$ cat src/dtr_pkg.sv
// Shared types and constants for the divider timer with reload.
package dtr_pkg;

   // High byte of the divider after reset; low byte starts at zero.
   localparam logic [7:0] DIVIDER_START_HIGH = 8'd172;

   // Control byte layout.
   localparam int CTRL_ENABLE_BIT = 2;

   typedef enum logic {
      OP_TICK    = 1'b0,
      OP_CONTROL = 1'b1
   } op_type;

   typedef enum logic [1:0] {
      DIV_1024 = 2'd0,
      DIV_16   = 2'd1,
      DIV_64   = 2'd2,
      DIV_256  = 2'd3
   } div_sel_type;

   typedef struct packed {
      logic [15:0] divider;
      logic [7:0]  counter;
      logic [10:0] prescaler;
      logic        enabled;
      div_sel_type divisor_select;
   } timer_state_type;

   localparam timer_state_type TIMER_STATE_RESET = '{
      divider:        {DIVIDER_START_HIGH, 8'h00},
      counter:        8'h00,
      prescaler:      11'h000,
      enabled:        1'b0,
      divisor_select: DIV_1024
   };

endpackage

$ cat src/dtr_step.sv
// Next-state logic for one tick or control write of the timer.
module dtr_step (
   input  dtr_pkg::timer_state_type state,
   input  logic                     operation,
   input  logic [7:0]               cycles,
   input  logic                     cpu_stopped,
   input  logic [7:0]               write_data,
   input  logic [7:0]               reload_value,
   output dtr_pkg::timer_state_type state_next,
   output logic                     timer_irq
);
   import dtr_pkg::*;

   logic [9:0]  clocks;
   logic [10:0] acc;
   logic [8:0]  quotient;
   logic [10:0] remainder;
   logic [8:0]  count_sum;
   logic        new_enable;

   assign clocks     = {cycles, 2'b00};
   assign acc        = state.prescaler + {1'b0, clocks};
   assign count_sum  = {1'b0, state.counter} + quotient;
   assign new_enable = write_data[CTRL_ENABLE_BIT];

   // power-of-two divisors: quotient and remainder are bit slices
   always_comb begin
      case (state.divisor_select)
         DIV_1024: begin
            quotient  = {8'd0, acc[10]};
            remainder = {1'b0, acc[9:0]};
         end
         DIV_16: begin
            quotient  = {2'd0, acc[10:4]};
            remainder = {7'd0, acc[3:0]};
         end
         DIV_64: begin
            quotient  = {4'd0, acc[10:6]};
            remainder = {5'd0, acc[5:0]};
         end
         DIV_256: begin
            quotient  = {6'd0, acc[10:8]};
            remainder = {3'd0, acc[7:0]};
         end
         default: begin
            quotient  = '0;
            remainder = acc;
         end
      endcase
   end

   always_comb begin
      state_next = state;
      timer_irq  = 1'b0;
      if (operation == OP_CONTROL) begin
         if (new_enable && !state.enabled) begin
            state_next.prescaler = '0;
         end
         state_next.divisor_select = div_sel_type'(write_data[1:0]);
         state_next.enabled        = new_enable;
      end else if (!cpu_stopped) begin
         state_next.divider = state.divider + {6'd0, clocks};
         if (state.enabled) begin
            state_next.prescaler = remainder;
            // carry out of bit 7 means the counter passed 255
            timer_irq            = count_sum[8];
            state_next.counter   = count_sum[8] ? reload_value : count_sum[7:0];
         end
      end
   end

endmodule

$ cat src/divider_timer_with_reload_core.sv
// Top level of the divider timer with reload: handshake stages and state.
//
// Request channel (req_*): one transfer per item. operation 0 is a tick that,
// unless cpu_stopped is set, advances the 16-bit divider by req_cycles shifted
// left by two bits and, when enabled, the prescaler and 8-bit counter;
// operation 1 writes the control byte (bits 1:0 divisor select, bit 2 enable).
// Response channel (rsp_*): exactly one transfer per request, in order,
// carrying divider and counter after the item and the overflow pulse.
// CSR port: csr_write_enable/csr_write_data load the reload value; write it
// only while no item is in flight.
// A request is registered in the input stage; when the output register is
// empty or not stalled, its result is computed and loaded into it. Throughput
// is one item per cycle while rsp_stall is low; the timer state feeds back
// through one step of add/shift logic between the two stages.
// Reset (synchronous, active high): divider = DIVIDER_START_HIGH << 8,
// counter, prescaler, enable, divisor select and reload value all zero,
// both stages empty.
// A stalled response holds the output register; the input stage still
// takes one request, then req_stall rises until the output drains.
module divider_timer_with_reload_core (
   input  logic        clock,
   input  logic        reset,
   // request
   input  logic        req_valid,
   output logic        req_stall,
   input  logic        req_operation,
   input  logic [7:0]  req_cycles,
   input  logic        req_cpu_stopped,
   input  logic [7:0]  req_write_data,
   // response
   output logic        rsp_valid,
   input  logic        rsp_stall,
   output logic [15:0] rsp_divider_value,
   output logic [7:0]  rsp_counter_value,
   output logic        rsp_timer_irq,
   // config
   input  logic        csr_write_enable,
   input  logic [7:0]  csr_write_data
);
   import dtr_pkg::*;

   // input stage
   logic            in_valid_ff, in_valid_in;
   logic            op_ff;
   logic [7:0]      cycles_ff;
   logic            stopped_ff;
   logic [7:0]      data_ff;

   // output stage
   logic            out_valid_ff, out_valid_in;
   logic [15:0]     out_divider_ff;
   logic [7:0]      out_counter_ff;
   logic            out_irq_ff;

   // timer state and reload register
   timer_state_type state_ff, state_in;
   logic [7:0]      reload_ff, reload_in;

   timer_state_type step_next;
   logic            step_irq;
   logic            req_accept;
   logic            advance;

   // item moves from input stage to output register
   assign advance    = in_valid_ff && (!out_valid_ff || !rsp_stall);
   assign req_stall  = in_valid_ff && !advance;
   assign req_accept = req_valid && !req_stall;

   dtr_step u_step (
      .state        (state_ff),
      .operation    (op_ff),
      .cycles       (cycles_ff),
      .cpu_stopped  (stopped_ff),
      .write_data   (data_ff),
      .reload_value (reload_ff),
      .state_next   (step_next),
      .timer_irq    (step_irq)
   );

   always_comb begin
      in_valid_in = in_valid_ff;
      if (req_accept) begin
         in_valid_in = 1'b1;
      end else if (advance) begin
         in_valid_in = 1'b0;
      end
   end

   always_comb begin
      out_valid_in = out_valid_ff;
      if (advance) begin
         out_valid_in = 1'b1;
      end else if (!rsp_stall) begin
         out_valid_in = 1'b0;
      end
   end

   assign state_in  = advance ? step_next : state_ff;
   assign reload_in = csr_write_enable ? csr_write_data : reload_ff;

   always_ff @(posedge clock) begin
      if (reset) begin
         in_valid_ff  <= 1'b0;
         out_valid_ff <= 1'b0;
         state_ff     <= TIMER_STATE_RESET;
         reload_ff    <= 8'h00;
      end else begin
         in_valid_ff  <= in_valid_in;
         out_valid_ff <= out_valid_in;
         state_ff     <= state_in;
         reload_ff    <= reload_in;
      end
   end

   // payload registers, no reset
   always_ff @(posedge clock) begin
      if (req_accept) begin
         op_ff      <= req_operation;
         cycles_ff  <= req_cycles;
         stopped_ff <= req_cpu_stopped;
         data_ff    <= req_write_data;
      end
      if (advance) begin
         out_divider_ff <= step_next.divider;
         out_counter_ff <= step_next.counter;
         out_irq_ff     <= step_irq;
      end
   end

   assign rsp_valid         = out_valid_ff;
   assign rsp_divider_value = out_divider_ff;
   assign rsp_counter_value = out_counter_ff;
   assign rsp_timer_irq     = out_irq_ff;

   // ---- assertions ----

   // input stage only pushes back when it holds an item
   a_stall_only_when_full: assert property (@(posedge clock) disable iff (reset)
      req_stall |-> in_valid_ff)
      else $error("req_stall with empty input stage");

   // every item leaving the input stage shows up at the response port
   a_advance_gives_rsp: assert property (@(posedge clock) disable iff (reset)
      advance |=> rsp_valid)
      else $error("item lost between stages");

   // overflow pulse only on an enabled, running tick
   a_irq_only_on_tick: assert property (@(posedge clock) disable iff (reset)
      (advance && step_irq) |->
         (op_ff == OP_TICK && !stopped_ff && state_ff.enabled))
      else $error("timer_irq on non-counting item");

   // control writes leave divider and counter alone
   a_ctrl_keeps_counts: assert property (@(posedge clock) disable iff (reset)
      (advance && op_ff == OP_CONTROL) |=>
         (state_ff.divider == $past(state_ff.divider) &&
          state_ff.counter == $past(state_ff.counter)))
      else $error("control write changed divider or counter");

endmodule
$ cat config.mk
export PLATFORM = sky130hd
export DESIGN_NAME = divider_timer_with_reload_core
export DESIGN_NICKNAME = d
export VERILOG_FILES = /design/src/dtr_pkg.sv /design/src/dtr_step.sv /design/src/divider_timer_with_reload_core.sv
export SDC_FILE = /design/constraint.sdc
export NUM_CORES = 1
export LEC_CHECK = 0
export BUFFER_PORTS_ARGS = -buffer_cell sky130_fd_sc_hd__buf_2
export CORE_MARGIN = 8
export CORE_UTILIZATION = 46
export CTS_BUF_LIST = sky130_fd_sc_hd__clkbuf_4 sky130_fd_sc_hd__clkbuf_8
export DETAILED_ROUTE_END_ITERATION = 6
export PLACE_DENSITY = 0.66
export SYNTH_ARGS = -nofsm -noshare
export SYNTH_HDL_FRONTEND = slang
export SYNTH_SLANG_ARGS = --single-unit
$ cat constraint.sdc
create_clock -name clock -period 11.91 [get_ports clock]
set_input_delay 1.191 -clock clock [delete_from_list [all_inputs] [get_ports clock]]
set_output_delay 1.191 -clock clock [all_outputs]
set_load 0.005 [all_outputs]
# ---- After elaboration in Yosys (flattened, before gate mapping)
# Cells that the tools add are included.
dict set report word_totals {
  ff_bits 86
  elab_cells 53
}
dict set report classes {
  n_addsub 3
  eq_ne 6
  mux 12
  n_bitwise 1
  reduce_logical 16
}
# op count
set ops {}
lappend ops {{$pmux 11 s4} 1}
lappend ops {{$pmux 9 s4} 1}
lappend ops {{$mux 35} 1}
lappend ops {{$mux 24} 1}
lappend ops {{$mux 11} 2}
lappend ops {{$mux 19} 1}
lappend ops {{$add 16x10->16} 1}
lappend ops {{$add 11x10->11} 1}
lappend ops {{$add 8x9->9} 1}
lappend ops {{$mux 8} 1}
lappend ops {{$logic_not 1->1} 5}
lappend ops {{$eq 2x2->1 const B} 2}
lappend ops {{$logic_and 1x1->1} 4}
lappend ops {{$mux 1} 4}
lappend ops {{$ne 2x1->1 const B} 2}
lappend ops {{$reduce_and 4->1} 1}
lappend ops {{$reduce_bool 2->1} 2}
lappend ops {{$reduce_or 3->1} 1}
lappend ops {{$eq 2x1->1 const B} 1}
lappend ops {{$logic_not 2->1} 1}
lappend ops {{$ne 2x2->1 const B} 1}
lappend ops {{$reduce_and 2->1} 1}
lappend ops {{$logic_or 1x1->1} 1}
lappend ops {{$not 1->1} 1}

# ---- Logic depth before layout (Yosys ltp)
dict set report logic_depth {
  depth_word 8
  depth_mapped 17
}

# ---- Cells and area by module
# A second synthesis with hierarchy kept.
dict set report hier_totals {
  hier_cells 499
  area_unflattened_um2 5059.9
}
# module n_inst cells_each area_each_um2 seq_area_each_um2
set by_module_without_submodules {}
lappend by_module_without_submodules {divider_timer_with_reload_core 1 243 3323.2 2252.2}
lappend by_module_without_submodules {dtr_step 1 256 1736.7 0.0}

# ---- Worst setup path after synthesis
# No wires, ideal clock.
dict set report synth_timing {
  path_kind {register to register}
  start {register cycles_ff[0]}
  end {register out_counter_ff[7] (netlist: rsp_counter_value[7]) (data pin)}
  setup_ps 265
  arrival_ps 3490
  t_required_ps 11645
  slack_ps 8155
  stages_incl_launch_ff 18
  path_cell_list {edfxtp_1 ha_1 inv_1 fa_1 nor2b_1 o31a_1 o311ai_2 nand2_1 a211oi_1 ha_1 inv_1 fa_1 nand2b_1 a21oi_1 o21a_1 buf_6 nor3b_1 nor3_1}
}
# item line
set synth_rtl {}
lappend synth_rtl {{start, declared} divider_timer_with_reload_core.sv:45} ;# logic [7:0] cycles_ff;
lappend synth_rtl {{start signal, assigned} divider_timer_with_reload_core.sv:119} ;# cycles_ff <= req_cycles;
lappend synth_rtl {{end signal, assigned} divider_timer_with_reload_core.sv:125} ;# out_counter_ff <= step_next.counter;
lappend synth_rtl {{end, declared} divider_timer_with_reload_core.sv:52} ;# logic [7:0] out_counter_ff;

==> results <==
- The run finished with clean final reports.
- After detailed routing, the number of vias per cell comes to 5.57.
- The warning count from the yosys run is 0.
- Max-cap violations in this run came to 0.
- The sink count of the clock tree is 79.
- The detail route stage leaves a number of antenna-violating nets equal to 0.
- The number of enable flip-flop cells after synthesis is 36.
- Counting the buffers created by CTS gives 9.
- The total inserted antenna cells is 0.
- The synthesized netlist devotes between 3 and 4% of its cell area to XOR and XNOR gates.
- The H-tree was split into 3 levels.
- The synthesized netlist devotes ~17% of its cell area to simple gates.
- The final-report setup violation count is 0.
- The maximum number of pins on one net before global-route repair is 46.
- The area of the die is 0.0130 mm².
- In this run the tightest slew margin relative to its limit is 19.6%.
- Wires add up to ~10000 µm.
- The placed instances occupy a cell area of 0.00475 mm².
- Port buffering added 50 buffers.
- The sequential area share after synthesis is 43.8%.
- The kind of critical path is reg -> reg.
- VDD sags by at most around 0.06 mV.
- The detailed router finished its first iteration with 179 violations.
- In the synthesized netlist, the number of instances is 463.
- The tree is rooted in a clkbuf_8.
- On the worst path, the slowest cell contributes a delay of 0.49 ns.
- Along the worst path, the maximum fanout reaches 9.
- After synthesis the netlist holds a flip-flop and latch count of 79.
- Detailed routing inserted a total of 3573 vias.
- The global route total overflow is 0.
- Dividing the detail-routed wire length by the instance count gives 15.5 µm.
- The leakage power is 0.00191 µW.
- The maximum buffer depth of the clock tree is 2.
- For the final routed database, the setup TNS stands at 0 ns.
- The CTS tree is built.
- The kind of path behind the tightest hold check is reg -> reg.
- Static timing analysis puts the maximum clock frequency at 218 MHz.
- Gates resized during post-CTS repair numbered 0.
- The area of the placeable core is 0.00955 mm².
- For this design, the CTS-stage hold fixing added 0 buffers.
- The number of rows in the core area is 36.
- Once the floorplan was initialized, standard cells occupied a little under half of the core.
- The arrival time at the worst endpoint is 4.67 ns.
- The worst clock skew is between 0.01 and 0.015 ns.
- The final weighted congestion in routability-driven placement is 0.892.
- Walking the worst path, the cells encountered are ha_1, inv_1, fa_1, nor2b_1, o31a_1, o311ai_2, nand2_1, a211oi_1, ha_1, inv_1, fa_1, nand2b_1, a21oi_1, o21a_1, mux2i_1, o21ai_0.
- The first global-routing pass estimated about 17000 µm of wire.
- The final period utilization is 38.5%.
- The cell type contributing the most total cell area after synthesis is edfxtp_1.
- After detailed routing, the number of remaining DRC violations is 0.
- After clock tree synthesis, the clock-pin slew on the worst setup and hold paths is 0.08 ns.
- The commonest cells after synthesis are 45 x nor2_1, 43 x dfxtp_1, 36 x edfxtp_1, 36 x nand2_1, 31 x o21ai_0.
- The post-synthesis mux area share is 3.86%.
- Among all cell types in the netlist, the one instantiated most often is nor2_1.
- After routing the design area is approximately 0.0050 mm².
- At the end of the flow the core is filled with cells to 51.9%.
- The area growth from synthesis to layout is 11.6%.
- The power per cell area is ~110 mW/mm².
- For the worst setup path, the data required time is between 10 and 15 ns.
- The number of unique standard cell types used by synthesis is between 60 and 70.
- The share of synthesized cell area in full adder, half adder and majority cells is 7.84%.
- The combinational family with the most area after synthesis is compound AO/OA/AOI/OAI gates.
- The total count of hold-check failures in the final report is 0.
- The clock reaches the later pin of the worst-skew pair after 0.37 ns.
- The detailed-routing iteration count for the pre-antenna-repair pass is 4.
- The layout net count is approximately 560.
- The share of the synthesized area in the top cell type is 24.4%.
- The initial antenna violation count was 0.
- Across every metal layer, demand over resource in global routing totals 16.0%.
- By area the synthesized netlist is led by edfxtp_1 24%, dfxtp_1 19%, ha_1 6.5%.
- In the synthesized netlist the dominant register cell turns out to be dfxtp_1.
- The synthesized netlist devotes 19.9% of its cell area to compound gates.
- The number of I/O pins is 58.
- Once the clock tree was built, the setup fixing pass inserted 0 buffers.
- The clock period could shrink to 4.59 ns.
- The floorplan step set the die height to 114 µm.
- The startpoint type of the worst setup path is a flop.
- For this design, the slowest cell found on the critical path is o21a_1.
- The final max-slew violation count is 0.
- The die is between 100 and 150 µm wide.
- The synthesized area per cell is ~9.6 µm².
- Cells with a size suffix above 1 make up 16.1% of the layout.
- The area of the mapped netlist is 0.00444 mm².
- In the synthesized netlist the async set-or-reset flop fraction comes to 0%.
- Detailed placement finished with a half-perimeter wire length of approximately 7100 µm.
- Setup repair after global routing left no endpoint under its margin.
- The type of element capturing the critical path is a flop.
- The transition at the pin with the smallest max-transition slack is around 1.2 ns.
- The via count of the first global-routing pass is between 3k and 4k.
## per-stage QoR
step	cells	setup WS, ns	total power [µW]	hold WS, ns
5_1_grt	642	6.99	585	0.497
4_1_cts	642	7.37	566	0.485
6_report	642	7.32	560	0.487
3_5_place_dp	626	7.37	359	0.471
2_1_floorplan	464	8.15	342	0.436
3_3_place_gp	626	7.44	357	0.455
## report_power, final
group          internal [µW]  switching, µW
sequential               293           5.88
combinational           20.9           32.9
clock                   99.3            108
## flip-flops by register name (all words and copies together) (netlist names), 3 cells and up
signal             count
rsp_divider_value     14
state_ff              33
data_ff                3
rsp_counter_value      8
reload_ff              8
cycles_ff              8
## layer usage
layer  global-route usage (%)  up-vias  wire length [µm]
met5                        0        -                 0
met4                     8.87        0               269
met3                     3.48       20               440
met2                     26.0       76              4700
met1                     19.3     1697              4540
li1                         -     1780                 -
## path summary, 6_finish.rpt
path	startpoint	slack [ns]	end	cells after the start
worst max register to register	cycles_ff[0]	7.32	rsp_counter_value[3]	16
worst max-delay path	cycles_ff[0]	7.32	rsp_counter_value[3]	16
worst min register to register	state_ff[10]	0.49	state_ff[10]	2
worst min-delay path	state_ff[10]	0.49	state_ff[10]	2
## layout by cell type (no fill, tap or decap), drive strengths merged, types with 8 or more instances in the layout
master	netlist	routed
xnor2	9	9
nand2	38	38
inv	22	25
mux2i	16	16
nor2	46	46
ha	23	23
a21oi	25	25
nand3	16	16
dfxtp	43	43
clkbuf	12	9
edfxtp	36	36
o211ai	8	8
buf	10	51
nor2b	9	9
o21ai	33	33
a211oi	13	13
o21a	9	9
## layout make-up
| class | count | area [µm²] |
|---|---|---|
| fillers | 908 | 4600 |
| multi-input cells | 341 | 2300 |
| flip-flops and latches | 79 | 1940 |
| repair buffers | 51 | 258 |
| well taps | 133 | 166 |
| clock buffers | 9 | 124 |
| inverters | 22 | 82.6 |
| clock inverters | 7 | 78.8 |
## critical path, delay by kind of cell, from the launching register on
family | cells | cell delay [ns]
buffers and inverters | 2 | 0.14
AND/OR/NAND/NOR | 3 | 0.38
multiplexers | 1 | 0.28
AO/OA/AOI/OAI | 6 | 1.98
adder cells (fa/ha/maj) | 4 | 1.10
flip-flops | 1 | 0.42
## cell families after synthesis
kind of cell,count (synthesis)
multiplexers,17
AND/OR/NAND/NOR,150
buffers and inverters,44
AO/OA/AOI/OAI,130
other,1
flip-flops,79
XOR/XNOR,16
adder cells (fa/ha/maj),26
No activity file was read; power rests on OpenSTA's default activity.
